$ cat src/rtl/rba_pkg.sv
`default_nettype none
// ----------------------------------------------------------------------------
// rba_pkg
// Shared types and constants for the relative bearing angle pipeline: the
// CSR register map, the per-stage control group and the arctangent table.
// ----------------------------------------------------------------------------
package rba_pkg;

   // CSR register map
   localparam int CSR_ADDR_BITS = 2;
   localparam logic [CSR_ADDR_BITS-1:0] CSR_POS_X   = 2'd0;
   localparam logic [CSR_ADDR_BITS-1:0] CSR_POS_Z   = 2'd1;
   localparam logic [CSR_ADDR_BITS-1:0] CSR_HEADING = 2'd2;

   // Angle accumulator: unsigned, 2^32 per turn
   localparam int ACC_BITS = 32;
   localparam logic [ACC_BITS-1:0] HALF_TURN = 32'h8000_0000;

   // atan(2^-i) in accumulator units, truncated
   localparam int ATAN_ENTRIES = 24;
   localparam logic [ACC_BITS-1:0] ATAN_TAB [ATAN_ENTRIES] = '{
      32'h20000000, 32'h12E4051E, 32'h09FB385B, 32'h051111D4,
      32'h028B0D43, 32'h0145D7E1, 32'h00A2F61E, 32'h00517C55,
      32'h0028BE53, 32'h00145F2F, 32'h000A2F98, 32'h000517CC,
      32'h00028BE6, 32'h000145F3, 32'h0000A2F9, 32'h0000517C,
      32'h000028BE, 32'h0000145F, 32'h00000A2F, 32'h00000517,
      32'h0000028B, 32'h00000145, 32'h000000A2, 32'h00000051
   };

   // Control group that travels with each pipeline stage
   typedef struct packed {
      logic valid;   // stage holds a transaction
      logic zero;    // target equals position
   } rba_ctrl_type;

endpackage
`default_nettype wire

$ cat src/rtl/rba_back.sv
`default_nettype none
// ----------------------------------------------------------------------------
// rba_back
// Rounds the bearing to the output angle width, subtracts it from the
// heading and holds results in a two-entry output buffer (main + skid).
// ----------------------------------------------------------------------------
module rba_back #(
   parameter int ANGLE_BITS = 16
) (
   input  wire logic                           clock,
   input  wire logic                           reset,
   input  wire rba_pkg::rba_ctrl_type          ctrl_in,
   input  wire logic [rba_pkg::ACC_BITS-1:0]   acc_in,
   input  wire logic signed [ANGLE_BITS-1:0]   heading,
   output logic                                advance,
   output logic                                rsp_valid,
   input  wire logic                           rsp_stall,
   output logic signed [ANGLE_BITS-1:0]        rsp_rel_angle
);
   import rba_pkg::*;

   localparam logic [ACC_BITS-1:0] ROUND_BIAS = 32'd1 << (ACC_BITS - 1 - ANGLE_BITS);

   logic [ACC_BITS-1:0]   acc_rnd;
   logic [ANGLE_BITS-1:0] phi;
   logic [ANGLE_BITS-1:0] rel;
   logic                  push, pop;

   logic                  main_valid_ff, main_valid_in;
   logic                  skid_valid_ff, skid_valid_in;
   logic [ANGLE_BITS-1:0] main_data_ff, main_data_in;
   logic [ANGLE_BITS-1:0] skid_data_ff, skid_data_in;

   // Round half-up to the output angle unit, then heading minus bearing
   always_comb begin
      acc_rnd = acc_in + ROUND_BIAS;
      phi     = acc_rnd[ACC_BITS-1 -: ANGLE_BITS];
      rel     = ctrl_in.zero ? '0 : (heading - phi);
   end

   // Pipeline moves only while the skid entry is free
   assign advance = !skid_valid_ff;
   assign push    = advance && ctrl_in.valid;
   assign pop     = main_valid_ff && !rsp_stall;

   // Output buffer next state
   always_comb begin
      main_valid_in = main_valid_ff;
      skid_valid_in = skid_valid_ff;
      main_data_in  = main_data_ff;
      skid_data_in  = skid_data_ff;
      if (pop) begin
         if (skid_valid_ff) begin
            main_data_in  = skid_data_ff;
            skid_valid_in = 1'b0;
         end else begin
            main_valid_in = push;
            main_data_in  = rel;
         end
      end else if (!main_valid_ff) begin
         main_valid_in = push;
         main_data_in  = rel;
      end else if (push) begin
         skid_valid_in = 1'b1;
         skid_data_in  = rel;
      end
   end

   always_ff @(posedge clock) begin
      if (reset) begin
         main_valid_ff <= 1'b0;
         skid_valid_ff <= 1'b0;
      end else begin
         main_valid_ff <= main_valid_in;
         skid_valid_ff <= skid_valid_in;
      end
   end

   always_ff @(posedge clock) begin
      main_data_ff <= main_data_in;
      skid_data_ff <= skid_data_in;
   end

   assign rsp_valid     = main_valid_ff;
   assign rsp_rel_angle = main_data_ff;

endmodule
`default_nettype wire

$ cat config.mk
export PLATFORM = sky130hd
export DESIGN_NAME = rba_back
export DESIGN_NICKNAME = d
export VERILOG_FILES = /design/src/rtl/rba_pkg.sv /design/src/rtl/rba_back.sv
export SDC_FILE = /design/constraint.sdc
export NUM_CORES = 1
export LEC_CHECK = 0
export BUFFER_PORTS_ARGS = -buffer_cell sky130_fd_sc_hd__buf_2
export CAP_MARGIN = 20
export CORE_MARGIN = 5
export CORE_UTILIZATION = 45
export DETAILED_ROUTE_END_ITERATION = 12
export PLACE_DENSITY = 0.77
export SETUP_SLACK_MARGIN = 0.3
export SYNTH_ARGS = -nofsm -noshare
export SYNTH_HDL_FRONTEND = slang
export SYNTH_SLANG_ARGS = --single-unit
export TNS_END_PERCENT = 1
$ cat constraint.sdc
create_clock -name clock -period 3.8 [get_ports clock]
set_clock_uncertainty 0.05 [all_clocks]
set_input_delay 0.57 -clock clock [delete_from_list [all_inputs] [get_ports clock]]
set_output_delay 0.57 -clock clock [all_outputs]
set_load 0.05 [all_outputs]
==> out/qor.csv <==
metric,value,unit
grt_util_all_layers,14.6,%
hold_viol_final,0,
timing.setup.tns,0,ns
setup_violations,0,
num_vias,1872,
synth_area_leaders,"edfxtp_1, ha_1, xor2_1, xnor2_1, nand2_1",
drt_pre_antenna_iters,4,
p_leak,0.00113,µW
crit_type,primary input to flop,
antenna_found_initial,0,
grt_setup_unrepaired,false,
crit_arrival,3.22,ns
synth.most_common_cell,edfxtp_1,
post_cts_buffers,0,
slew-limit-headroom,57.1,%
route.detailed.drc,0,
vdd_ir_drop_max,0.204,mV
top_usage_layer,met2,
post_drt_wl_per_cell,12.6,µm
n_antenna_cell,0,
synth_edf_count,32,
place_ws,0.256,ns
clk_pin_slew,0.06,ns
drt_iter0_markers,105,
wl,4600,µm
core-area,5110,µm²
timing.fmax,0.307,GHz
clockBufferDepth,2,
yosys.area.top_type_share,40.8,%
ioPinCount,71,
postSynthNetCount,305,
grt_pass1_wl,7690,µm
cts_tree,yes,
drive_gt1_share,26.9,%
dieArea,6780,µm²
finalHoldWorstSlack,0.411,ns
synth_seq_cells,34,
place_hpwl,3750,µm
finalWorstSetupSlack,0.538,ns
ant_nets,0,
cts_sinks,34,
slew_violations,0,
finalCritPeriodShare,85.8,%
async_flop_share,0,%
htree_levels,2,
cts_resized,0,
yosysWarnings,0,
cts_hold_buf,0,
grt_util_met2,23.6,%
nNetsFinal,363,
port_buffers,55,
p_per_area,389,nW/µm²
finalCriticalPeriod,3.26,ns
die_w,82.3,µm
grt_pass1_vias,1740,
yosys.area.top_type,edfxtp_1,
final_design_area_no_fill,2790,µm²
cts-root-buf,clkbuf_8,
max_slew.worst_pin.slew,0.642,ns
cap_violations,0,
grt_start_max_net_pins,29,
critPathCaptureType,flop,
synthesis.instances,235,
globalRouteMet1Util,19.2,%
cp-start-kind,primary input,
placed_cell_area,2710,µm²
gp_congestion,0.829,
numCtsBuffers,5,
syn-cell-area,2350,µm²
synth_top_flop_cell,edfxtp_1,
insertion_delay,0.28,ns
avgSynthCellArea,10.0,µm²
routed_via_density,5.14,
met3_usage,2.71,%
synthTopCellsByCount,"edfxtp_1, nand2_1, nor2_1",
die_h,82.3,µm
cp_max_fo,6,
hold_path_class,primary input to flop,
yosysSeqAreaShare,42.5,%
grt.overflow.total,0,
fp-row-count,26,
status,"finished, final reports clean",
area_growth,18.4,%
start_util,46.1,%
crit_required,3.76,ns
synthDistinctLibCells,44,
==> worst paths after layout <==
kind	from	end	slack (ns)	depth (start not counted)
worst max register to register	rsp_valid	rsp_rel_angle[6]	2.15	4
worst max-delay path	acc_in[17]	rsp_rel_angle[13]	0.54	14
worst min-delay path	reset	rsp_valid	0.41	2
worst min register to register	skid_data_ff[9]	rsp_rel_angle[9]	0.48	2
==> state kept, by name, indices dropped and copies added, names as in the netlist <==
register       flops
rsp_valid          1
skid_data_ff      16
skid_valid_ff      1
rsp_rel_angle     16
==> cell families after synthesis <==
| group | count (synthesis) | synth area share [%] |
|---|---|---|
| compound gates | 56 | 17.4 |
| xor+xnor | 28 | 10.4 |
| fa+ha+maj | 17 | 9.36 |
| buf+inv | 16 | 2.66 |
| flops | 34 | 42.5 |
| mux | 4 | 1.91 |
| simple gates | 80 | 15.7 |
==> cells in the final DEF, fill, tap and decap left out, drive strengths merged, types with 6 or more instances in the layout <==
master | Yosys | final
buf | 3 | 57
edfxtp | 32 | 32
nand2 | 28 | 28
nor2 | 21 | 21
ha | 16 | 16
xor2 | 15 | 15
a21oi | 14 | 14
xnor2 | 13 | 13
o31ai | 13 | 13
o21ai | 12 | 12
inv | 10 | 10
nand3 | 8 | 8
clkbuf | 3 | 6
==> per-layer routing <==
layer / share of wire (%) / up-vias
met4: 1.4 / 0
met2: 46 / 58
met3: 6.1 / 6
li1: - / 982
met1: 46 / 826
met5: 0 / -
==> area by class of cell <==
type / instances / area (µm²)
clock buffer: 6 / 72.6
clock inverter: 2 / 8.76
fill: 470 / 2320
inverter: 10 / 37.5
multi-input combinational: 185 / 1290
sequential: 34 / 1000
tap: 70 / 87.6
timing repair buffer: 57 / 290
==> stage by stage <==
| stage | utilization, % | cells | total power [µW] |
|---|---|---|---|
| 4_1_cts | 54.6 | 364 | 1100 |
| 2_1_floorplan | - | 235 | 763 |
| 6_report | 54.6 | 364 | 1090 |
| 3_5_place_dp | 53.0 | 356 | 853 |
| 3_3_place_gp | 53.0 | 356 | 845 |
| 5_1_grt | 54.6 | 364 | 1150 |
==> critical path: stages <==
cell and delay, ns:
buf_2 0.12, nand3_1 0.18, nor2_1 0.24, nand3_1 0.15
nor2_1 0.20, nand2_1 0.09, xor2_1 0.14, ha_1 0.36
a21oi_1 0.22, o21bai_1 0.10, a221oi_1 0.37, o31ai_2 0.13
xnor2_1 0.25, o31ai_2 0.10
==> where the power goes <==
group | leakage [µW] | switching (µW) | internal [µW]
logic | 0.000741 | 255 | 123
registers | 0.000342 | 8.09 | 458
clock network | 0.0000426 | 115 | 126
total | 0.00113 | 379 | 706
Power figures use the tool's default switching activity.
