===== src/rtl/rba_pkg.sv =====
`default_nettype none
// ----------------------------------------------------------------------------
// rba_pkg
// Shared types and constants for the relative bearing angle pipeline: the
// CSR register map, the per-stage control group and the arctangent table.
// ----------------------------------------------------------------------------
package rba_pkg;

   // CSR register map
   localparam int CSR_ADDR_BITS = 2;
   localparam logic [CSR_ADDR_BITS-1:0] CSR_POS_X   = 2'd0;
   localparam logic [CSR_ADDR_BITS-1:0] CSR_POS_Z   = 2'd1;
   localparam logic [CSR_ADDR_BITS-1:0] CSR_HEADING = 2'd2;

   // Angle accumulator: unsigned, 2^32 per turn
   localparam int ACC_BITS = 32;
   localparam logic [ACC_BITS-1:0] HALF_TURN = 32'h8000_0000;

   // atan(2^-i) in accumulator units, truncated
   localparam int ATAN_ENTRIES = 24;
   localparam logic [ACC_BITS-1:0] ATAN_TAB [ATAN_ENTRIES] = '{
      32'h20000000, 32'h12E4051E, 32'h09FB385B, 32'h051111D4,
      32'h028B0D43, 32'h0145D7E1, 32'h00A2F61E, 32'h00517C55,
      32'h0028BE53, 32'h00145F2F, 32'h000A2F98, 32'h000517CC,
      32'h00028BE6, 32'h000145F3, 32'h0000A2F9, 32'h0000517C,
      32'h000028BE, 32'h0000145F, 32'h00000A2F, 32'h00000517,
      32'h0000028B, 32'h00000145, 32'h000000A2, 32'h00000051
   };

   // Control group that travels with each pipeline stage
   typedef struct packed {
      logic valid;   // stage holds a transaction
      logic zero;    // target equals position
   } rba_ctrl_type;

endpackage
`default_nettype wire


===== src/rtl/rba_cordic_stage.sv =====
`default_nettype none
// ----------------------------------------------------------------------------
// rba_cordic_stage
// One registered vectoring micro-rotation: steers z toward zero and adds or
// subtracts atan(2^-STEP) to the angle accumulator.
// ----------------------------------------------------------------------------
module rba_cordic_stage #(
   parameter int W    = 35,
   parameter int STEP = 0
) (
   input  wire logic                           clock,
   input  wire logic                           reset,
   input  wire logic                           advance,
   input  wire rba_pkg::rba_ctrl_type          ctrl_in,
   input  wire logic signed [W-1:0]            x_in,
   input  wire logic signed [W-1:0]            z_in,
   input  wire logic [rba_pkg::ACC_BITS-1:0]   acc_in,
   output rba_pkg::rba_ctrl_type               ctrl_out,
   output logic signed [W-1:0]                 x_out,
   output logic signed [W-1:0]                 z_out,
   output logic [rba_pkg::ACC_BITS-1:0]        acc_out
);
   import rba_pkg::*;

   rba_ctrl_type        ctrl_ff;
   logic signed [W-1:0] x_ff, x_next_in, z_ff, z_next_in;
   logic [ACC_BITS-1:0] acc_ff, acc_next_in;
   logic signed [W-1:0] xs, zs;
   logic                z_pos;

   // Micro-rotation; shifts floor toward minus infinity
   always_comb begin
      xs    = x_in >>> STEP;
      zs    = z_in >>> STEP;
      z_pos = !z_in[W-1] && (|z_in);
      if (z_pos) begin
         x_next_in   = x_in + zs;
         z_next_in   = z_in - xs;
         acc_next_in = acc_in + ATAN_TAB[STEP];
      end else begin
         x_next_in   = x_in - zs;
         z_next_in   = z_in + xs;
         acc_next_in = acc_in - ATAN_TAB[STEP];
      end
   end

   always_ff @(posedge clock) begin
      if (reset) begin
         ctrl_ff <= '0;
      end else if (advance) begin
         ctrl_ff <= ctrl_in;
      end
   end

   always_ff @(posedge clock) begin
      if (advance) begin
         x_ff   <= x_next_in;
         z_ff   <= z_next_in;
         acc_ff <= acc_next_in;
      end
   end

   assign ctrl_out = ctrl_ff;
   assign x_out    = x_ff;
   assign z_out    = z_ff;
   assign acc_out  = acc_ff;

endmodule
`default_nettype wire


===== config.mk =====
export PLATFORM = sky130hd
export DESIGN_NAME = rba_cordic_stage
export DESIGN_NICKNAME = d
export VERILOG_FILES = /design/src/rtl/rba_pkg.sv /design/src/rtl/rba_cordic_stage.sv
export SDC_FILE = /design/constraint.sdc
export NUM_CORES = 1
export LEC_CHECK = 0
export ABC_AREA = 0
export BUFFER_PORTS_ARGS = -buffer_cell sky130_fd_sc_hd__buf_2
export CAP_MARGIN = 20
export CORE_MARGIN = 1.5
export CORE_UTILIZATION = 30
export CTS_CLUSTER_SIZE = 24
export DETAILED_ROUTE_END_ITERATION = 8
export PLACE_DENSITY = 0.54
export SETUP_SLACK_MARGIN = 0.02
export SLEW_MARGIN = 25
export SYNTH_ARGS = -nofsm -noshare
export SYNTH_HDL_FRONTEND = slang
export SYNTH_SLANG_ARGS = --single-unit

===== constraint.sdc =====
create_clock -name clock -period 2.55 [get_ports clock]
set_input_delay 0.255 -clock clock [delete_from_list [all_inputs] [get_ports clock]]
set_output_delay 0.255 -clock clock [all_outputs]
set_load 0.005 [all_outputs]

==> results.yml <==
floorplanning:
  fp.coreArea_sq_um: 30600
  die_w_um: 179
  rows: 64
  die_area_sq_um: 32200
  start_util_pct: 30.5
  die_h_um: 179
  io_pins: 211
route:
  vias: 9918
  drtIter0Drc: 634
  ant_nets: 0
  drc: 0
  wirelength_mm: 36.3
  avgViaCountPerCell: 5.01
  drtPass1Iterations: 5
  routedWlPerCell_um: 18.3
grt:
  grt_busiest_layer: "met2"
  grtUsageMet3_pct: 3.61
  use_met1_pct: 29.8
  grt_max_degree: 44
  antenna_found_initial: 0
  grt_usage_pct: 21.9
  grt_pass1_vias: 9804
  overflow: 0
  grtUsageMet2_pct: 36.0
  grt_pass1_wl_mm: 55.2
sta:
  finalCritPeriodShare_pct: 102
  min_period_ns: 2.60
  relSlewSlack_pct: 46.2
  clock.fmax_mhz: 384
  hold_viol_final: 0
  setup_ws_ns: -0.0516
  setup_viol: 1
  drv_slew: 0
  fin_setup_tns_ns: -0.0516
  fin_skew_ns: 0
  rsz0062_at_grt: "yes"
  tightestPinTransition_ns: 0.799
clocking:
  numCtsBuffers: 9
  insertion_delay_ns: 0.36
  clockRootBuffer: "clkbuf_16"
  cts_tree: "done"
  htree_levels: 3
  path_clk_slew_ns: 0.07
  cts.path.max_buffers: 2
  cts_num_sinks: 103
yosys:
  yosysSeqAreaShare_pct: 32.9
  synthesis.instances: 1066
  synthDistinctLibCells: 77
  avgSynthCellArea_sq_um: 8.76
  synth-edff-count: 101
  syn_area_sq_um: 9340
  synth-seq-cells: 103
  yosys.area.top_type: "edfxtp_1"
  yosys_warnings: 0
  synth_top_cells_by_area: "edfxtp_1, ha_1, a21oi_1"
  synth_flop_cell: "edfxtp_1"
  synth.net_count: 1281
  synth_top_area_share_pct: 32.5
  ys_async_sr_fraction_pct: 0
finish:
  final_cell_mix: "buf_4, buf_2, edfxtp_1"
  nets: 1794
  mostFrequentLayoutCell: "buf_4"
  syn_to_final_growth_pct: 56.3
  register_area_sq_um: 3070
  multiInputGateArea_sq_um: 6540
  drive_gt1_share_pct: 44.7
  num_antenna_cells: 0
  fillerInstances: 2995
run_status:
  failed_checks: "negative setup slack"
  status: "complete, but fails checks"
setup_path:
  timing.rr.start: "ctrl_out[1]"
  worstPathArrival_ns: 2.70
  critPathMaxFanout: 3
  rr_worst_depth: 2
  rr_endpoint: "ctrl_out[1]"
  crit_type: "input port to register"
  startpoint_type: "input port"
  ff2ff_setup_slack_ns: 1.96
  crit_required_ns: 2.65
  cp-end-kind: "register"
placement:
  place_congestion: 0.921
  hpwl_mm: 29.5
  io_buffer_count: 210
power:
  p_leak_uw: 0.00664
  ir_drop_mv: 0.340
  total_power_uw: 6760
  p_per_area_nw_per_um2: 463
min_path:
  min_path_cells: 2
  holdCritPathClass: "input port to register"
  worst_hold_startpoint: "reset"
  hold_end: "ctrl_out[0]"
flow_run:
  maxCapViolations: 0
-- kinds of logic (layout without fill, tap and decap cells) --
kind of cell | after synthesis | count (layout) | synth area share, %
AND/OR/NAND/NOR | 274 | 274 | 13.9
XOR/XNOR | 69 | 69 | 6.47
multiplexers | 15 | 15 | 1.62
buffers and inverters | 150 | 668 | 6.35
AO/OA/AOI/OAI | 347 | 347 | 23.9
adder cells (fa/ha/maj) | 108 | 108 | 14.8
flip-flops | 103 | 103 | 32.9
-- where the power goes --
part	internal [uW]	switching, uW	leakage, uW
Combinational	1400	1520	0.00547
Sequential	2180	64.3	0.00101
Clock	900	699	0.000158
-- cell usage after synthesis, types with 4 or more instances --
cell	number
nor3_1	19
nor2_1	85
nor2b_1	14
inv_1	100
buf_1	8
a221oi_1	5
mux2i_1	14
o31ai_1	16
xor2_1	13
ha_1	104
nand3_1	19
o21a_1	13
xnor2_1	56
o21ai_0	84
or4_1	4
fa_1	4
a31oi_1	13
edfxtp_1	101
nand2_1	70
and2_1	5
or3_1	12
nor4_1	17
o211ai_1	12
a211o_1	5
buf_2	7
clkbuf_1	29
o21bai_1	21
a21o_1	24
a21oi_1	98
nand2b_1	6
a211oi_1	12
nand4_1	8
and3_1	5
-- area by class of cell --
class | count | share of cell area, %
clock buffer | 11 | 1.66
sequential | 103 | 21.1
tap | 396 | 3.40
inverter | 102 | 2.73
clock inverter | 5 | 0.600
timing repair buffer | 550 | 25.8
multi-input combinational | 813 | 44.8
-- sequential cells by signal, indices dropped and copies added, names as in the netlist --
signal / cells
ctrl_out: 2
z_out: 35
acc_out: 32
x_out: 34
-- layer usage --
| layer | part of all wire [%] | vias up | wire [um] |
|---|---|---|---|
| met4 | 2.0 | 0 | 724 |
| met1 | 46 | 4679 | 16700 |
| li1 | - | 4872 | - |
| met3 | 5.2 | 45 | 1900 |
| met5 | 0 | - | 0 |
| met2 | 47 | 322 | 16900 |
-- per-stage QoR --
step	utilization (%)	std cells	instance area [sq um]	setup WS, ns	hold slack (ns)
CTS	45.7	1971	14000	-0.110	0.0312
detailed placement	43.6	1950	13300	-0.747	0.432
floorplan	-	1066	9480	-0.0546	0.327
global placement	43.6	1950	13300	-0.700	0.431
finish	47.7	1980	14600	-0.0516	0.0519
global route	47.7	1980	14600	-0.196	0.0342
-- worst max-delay path by stage --
stage | start | endpoint | cells past startpoint
final | x_in[19] | z_out[33] | 12
after global routing | z_in[0] | z_out[33] | 15
after CTS | x_in[19] | z_out[33] | 12
after detailed placement | x_in[4] | z_out[34] | 12
after global placement | x_in[4] | z_out[33] | 13
after floorplan | x_in[19] | x_out[29] | 12
-- critical path, stage by stage --
cell       delay [ns]
buf_12           0.09
inv_12           0.03
ha_4             0.27
inv_4            0.03
a221o_1          0.36
a211o_1          0.34
a211oi_4         0.31
o211ai_4         0.16
a211oi_4         0.29
nor3_2           0.07
a2111oi_2        0.37
xor2_1           0.11
-- repair_timing --
item | 4_1_cts | 5_1_grt
buffers inserted | 5 | 9
hold buffers | 0 | 0
endpoints found under the setup margin | 34 | 37
gates resized for setup | 56 | 119
pin swaps | 22 | 43
Note: power is estimated with default switching activity, not from simulation.
