## src/rtl/rba_pkg.sv

```systemverilog
`default_nettype none
// ----------------------------------------------------------------------------
// rba_pkg
// Shared types and constants for the relative bearing angle pipeline: the
// CSR register map, the per-stage control group and the arctangent table.
// ----------------------------------------------------------------------------
package rba_pkg;

   // CSR register map
   localparam int CSR_ADDR_BITS = 2;
   localparam logic [CSR_ADDR_BITS-1:0] CSR_POS_X   = 2'd0;
   localparam logic [CSR_ADDR_BITS-1:0] CSR_POS_Z   = 2'd1;
   localparam logic [CSR_ADDR_BITS-1:0] CSR_HEADING = 2'd2;

   // Angle accumulator: unsigned, 2^32 per turn
   localparam int ACC_BITS = 32;
   localparam logic [ACC_BITS-1:0] HALF_TURN = 32'h8000_0000;

   // atan(2^-i) in accumulator units, truncated
   localparam int ATAN_ENTRIES = 24;
   localparam logic [ACC_BITS-1:0] ATAN_TAB [ATAN_ENTRIES] = '{
      32'h20000000, 32'h12E4051E, 32'h09FB385B, 32'h051111D4,
      32'h028B0D43, 32'h0145D7E1, 32'h00A2F61E, 32'h00517C55,
      32'h0028BE53, 32'h00145F2F, 32'h000A2F98, 32'h000517CC,
      32'h00028BE6, 32'h000145F3, 32'h0000A2F9, 32'h0000517C,
      32'h000028BE, 32'h0000145F, 32'h00000A2F, 32'h00000517,
      32'h0000028B, 32'h00000145, 32'h000000A2, 32'h00000051
   };

   // Control group that travels with each pipeline stage
   typedef struct packed {
      logic valid;   // stage holds a transaction
      logic zero;    // target equals position
   } rba_ctrl_type;

endpackage
`default_nettype wire

```

## src/rtl/rba_front.sv

```systemverilog
`default_nettype none
// ----------------------------------------------------------------------------
// rba_front
// Two pipeline stages: offset from the position, then fold into the right
// half plane with a half-turn preset of the angle accumulator.
// ----------------------------------------------------------------------------
module rba_front #(
   parameter int COORD_BITS = 32,
   parameter int W          = 35
) (
   input  wire logic                           clock,
   input  wire logic                           reset,
   input  wire logic                           advance,
   input  wire logic                           in_valid,
   input  wire logic signed [COORD_BITS-1:0]   target_x,
   input  wire logic signed [COORD_BITS-1:0]   target_z,
   input  wire logic signed [COORD_BITS-1:0]   pos_x,
   input  wire logic signed [COORD_BITS-1:0]   pos_z,
   output rba_pkg::rba_ctrl_type               ctrl_out,
   output logic signed [W-1:0]                 x_out,
   output logic signed [W-1:0]                 z_out,
   output logic [rba_pkg::ACC_BITS-1:0]        acc_out
);
   import rba_pkg::*;

   rba_ctrl_type               ctrl1_ff, ctrl1_in;
   logic signed [COORD_BITS:0] dx_ff, dx_in;
   logic signed [COORD_BITS:0] dz_ff, dz_in;

   rba_ctrl_type               ctrl2_ff;
   logic signed [W-1:0]        x_ff, x_in, z_ff, z_in;
   logic [ACC_BITS-1:0]        acc_ff, acc_in;
   logic signed [W-1:0]        dx_ext, dz_ext;

   // Stage 1: exact offsets, one bit wider than the coordinates
   always_comb begin
      dx_in          = $signed({target_x[COORD_BITS-1], target_x})
                     - $signed({pos_x[COORD_BITS-1], pos_x});
      dz_in          = $signed({target_z[COORD_BITS-1], target_z})
                     - $signed({pos_z[COORD_BITS-1], pos_z});
      ctrl1_in.valid = in_valid;
      ctrl1_in.zero  = (target_x == pos_x) && (target_z == pos_z);
   end

   // Stage 2: negate both offsets when dx is negative
   always_comb begin
      dx_ext = {{(W-COORD_BITS-1){dx_ff[COORD_BITS]}}, dx_ff};
      dz_ext = {{(W-COORD_BITS-1){dz_ff[COORD_BITS]}}, dz_ff};
      if (dx_ff[COORD_BITS]) begin
         x_in   = -dx_ext;
         z_in   = -dz_ext;
         acc_in = HALF_TURN;
      end else begin
         x_in   = dx_ext;
         z_in   = dz_ext;
         acc_in = '0;
      end
   end

   // Control
   always_ff @(posedge clock) begin
      if (reset) begin
         ctrl1_ff <= '0;
         ctrl2_ff <= '0;
      end else if (advance) begin
         ctrl1_ff <= ctrl1_in;
         ctrl2_ff <= ctrl1_ff;
      end
   end

   // Payload
   always_ff @(posedge clock) begin
      if (advance) begin
         dx_ff  <= dx_in;
         dz_ff  <= dz_in;
         x_ff   <= x_in;
         z_ff   <= z_in;
         acc_ff <= acc_in;
      end
   end

   assign ctrl_out = ctrl2_ff;
   assign x_out    = x_ff;
   assign z_out    = z_ff;
   assign acc_out  = acc_ff;

endmodule
`default_nettype wire

```

## config.mk

```make
export PLATFORM = sky130hd
export DESIGN_NAME = rba_front
export DESIGN_NICKNAME = d
export VERILOG_FILES = /design/src/rtl/rba_pkg.sv /design/src/rtl/rba_front.sv
export SDC_FILE = /design/constraint.sdc
export NUM_CORES = 1
export LEC_CHECK = 0
export ABC_AREA = 1
export BUFFER_PORTS_ARGS = -buffer_cell sky130_fd_sc_hd__buf_2
export CAP_MARGIN = 20
export CORE_ASPECT_RATIO = 0.5
export CORE_MARGIN = 3
export CORE_UTILIZATION = 43
export CTS_CLUSTER_SIZE = 30
export DETAILED_ROUTE_END_ITERATION = 8
export RECOVER_POWER = 50
export SLEW_MARGIN = 20
export SYNTH_ARGS = -nofsm -noshare
export SYNTH_HDL_FRONTEND = slang
export SYNTH_SLANG_ARGS = --single-unit
```

## constraint.sdc

```tcl
create_clock -name clock -period 2.3 [get_ports clock]
set_input_delay 0.345 -clock clock [delete_from_list [all_inputs] [get_ports clock]]
set_output_delay 0.345 -clock clock [all_outputs]
set_load 0.02 [all_outputs]
```

==> impl_metrics.ini <==
[status]
run_status = finished, violations left
violations_in_the_final_reports = capacitance limit, slew limit

[clock_tree]
clkTransAtPathRegs_ps = 60
cts_setup_buffers = 0
cts.htree.levels = 4
number_of_gates_given_a_new_drive_strength_after_cts = 0
cts_hold_buf = 0
clockBufferDepth = 2
clock_insertion_delay_worst_skew_ps = 430
numClockSinks = 141
cts-root-buf = clkbuf_16
numCtsBuffers = 17
tritoncts = built

[finish]
register_area_um2 = 4190
post_route_cells_drive_above_1_share_pct = 13.6
multiInputGateArea_um2 = 6030
design.final.nets = 2172
antenna-diode-count = 0
filler_cell_count = 2769
area_growth_pct = 16.4
postLayoutCellArea_um2 = 13800

[worst_hold_path]
hold_path.class = input port to flop

[timing]
totalNegativeSetupSlack_ps = 0
period_utilisation_layout_pct = 87.6
final-max-slew-violation-count = 64
final.setup_skew_ps = 9.89
finalSetupViolations = 0
tightestPinTransition_ps = 1550
final.hold.worst_slack_ps = 128
finalHoldViolations = 0
final_min_period_ps = 2010
postLayoutSetupSlackWorst_ps = 286
grt_setup_unrepaired = no
slew_headroom_pct = -3.25
maxClockFrequency_ghz = 0.497

[power_and_ir_drop]
netSwitchingFraction_pct = 34.2
clock_power_share_pct = 30.0
intPower_mw = 5.99
power.sequential.fraction_pct = 39.6
vdd_drop_max_mv = 0.366
combPwrFrac_pct = 30.4
p_leak_nw = 7.66
net-switching-power_mw = 3.11
power_density_nw_per_um2 = 661

[placement]
dpl.hpwl_mm = 25.0
dpl_cell_area_um2 = 13200
routability_congestion = 0.933
numPortBuffers = 204
dp_worst_setup_slack_ps = 152

[logic_synthesis]
synth_sequential_area_ratio_pct = 35.5
synthesis.area_per_instance_um2 = 6.76
synth_top_cell_by_area = edfxtp_1
synth_cell_type_count = 40
top_cell_type_s_share_of_synthesized_area_pct = 34.8
synth.yosys.warnings = 0
synthesis.area_um2 = 11800
synthCells = 1748
netlist_top_cells_area = edfxtp_1, nand2_1, inv_1
synth_seq_cells = 141

[die]
dieWidth_um = 240
design.core.area_um2 = 26700
initial_utilization_pct = 44.2
fp.dieH_um = 123
number_of_i_o_pins = 236
die_area_um2 = 29600
row_count = 42

[worst_setup_path]
cp.required_ps = 2490
worst_setup_path_type = flop to flop
worstPathArrival_ps = 2200
worstSetupEndpointType = flop
crit_path_max_fanout = 5
crit_path_start_kind = flop

[routing]
drt_first_pass_iters = 5
drc_errors = 0
route.detailed.wl_per_inst_um = 12.8
detailedRoute.firstIterationViolations = 598
drt_wl_total_mm = 29.8
antenna_left = 0
route.vias.total = 10600
viasPerCell = 4.55

[global_routing]
grt_first_pass_wirelength_mm = 47.6
number_of_global_route_vias_before_repair = 9815
grt_antenna_before_repair = 0
grt_start_max_net_pins = 64
global_route.usage.total_pct = 20.5
total_congestion_overflow_after_global_routing = 0

[job]
drv_cap = 1
-- metrics by stage --
step	instances	power [mW]	utilization [%]
final	2337	9.10	51.4
after global placement	2305	6.43	49.4
after detailed placement	2305	6.45	49.4
after global routing	2337	9.68	51.4
after floorplan	1780	5.56	-
after CTS	2337	9.20	51.6
-- cell families (layout without fill, tap and decap cells) --
group | after synthesis | in the layout | synth area share (%)
AO/OA/AOI/OAI | 75 | 75 | 3.55
XOR/XNOR | 75 | 75 | 5.56
adder cells (fa/ha/maj) | 68 | 68 | 7.33
flip-flops | 141 | 141 | 35.5
buffers and inverters | 422 | 627 | 14.4
other | 1 | 33 | 0.0317
AND/OR/NAND/NOR | 966 | 966 | 33.6
-- layout make-up --
cell class                 count  area share (%)
clock buffer                  19            3.15
clock inverter                13            1.08
inverter                     383            10.5
multi-input combinational   1217            43.9
sequential                   141            30.5
tap                          352            3.20
timing repair buffer         212            7.77
-- registers in the layout (all words and copies together) (netlist names) --
| register | flops |
|---|---|
| ctrl_out | 2 |
| ctrl1_ff | 2 |
| z_out | 35 |
| acc_out | 1 |
| x_out | 35 |
| dx_ff | 33 |
| dz_ff | 33 |
-- cells in the mapped netlist --
master	n
nor2_2	15
buf_4	31
o21bai_1	2
ha_1	66
clkinv_1	1
nor3_2	1
clkbuf_1	3
nand4_1	14
a21o_1	2
xnor2_1	14
nand3b_1	2
nor4_1	1
nand3_1	100
nand4_2	1
conb_1	1
and2_1	4
o21ai_1	9
xor2_1	61
inv_1	370
buf_1	1
inv_2	12
dfxtp_1	4
nor2_4	3
buf_2	4
o21ai_2	3
or2_1	3
fa_1	2
a21oi_1	46
o21ai_0	11
nor2_1	151
nand2_1	645
nand3_2	1
nand3b_4	1
nor3_1	12
edfxtp_1	137
nand3_4	1
and2_0	1
nand2_2	9
and3_1	1
o21ai_4	2
-- layout by cell type, fill, tap and decap left out, drive strengths merged --
| master | n |
|---|---|
| and2 | 5 |
| nor4 | 1 |
| buf | 192 |
| edfxtp | 137 |
| conb | 33 |
| xnor2 | 14 |
| fa | 2 |
| nand3 | 102 |
| or2 | 3 |
| nor3 | 13 |
| o21ai | 25 |
| a21oi | 46 |
| nor2 | 169 |
| o21bai | 2 |
| clkinv | 9 |
| and3 | 1 |
| ha | 66 |
| a21o | 2 |
| nand3b | 3 |
| nand4 | 15 |
| xor2 | 61 |
| dfxtp | 4 |
| nand2 | 654 |
| clkinvlp | 2 |
| bufinv | 3 |
| inv | 382 |
| clkbuf | 39 |
-- power by group through the flow --
stage	clock network [mW]	registers [mW]	logic, mW
after floorplan	0	3.86	1.70
after global placement	0	3.65	2.78
after detailed placement	0	3.65	2.80
after CTS	2.79	3.60	2.81
after global routing	2.90	3.65	3.13
final	2.73	3.60	2.77
-- path summary, 6_finish.rpt --
check / from / end / slack [ps] / cells past startpoint
worst min register to register: dx_ff[0] / x_out[0] / 450 / 0
worst max-delay path: dz_ff[0] / z_out[26] / 290 / 9
worst max register to register: dz_ff[0] / z_out[26] / 290 / 9
worst min-delay path: reset / ctrl1_ff[1] / 130 / 2
-- routing by layer --
layer	part of all wire, %	vias up	track usage (%)
li1	-	5728	-
met1	47	4657	26.8
met2	48	215	36.0
met3	4.3	30	2.94
met4	1.3	0	5.51
met5	0	-	0
-- critical path: stages (launching register included) --
cell and delay (ps):
edfxtp_1 460, inv_1 190, ha_1 240, nand4_2 200, nor2_2 220, nand2_2 110, nor2_1 130, nand2_1 80
nand3_1 70, nand2_1 60
No activity file was read; power rests on OpenSTA's default activity.
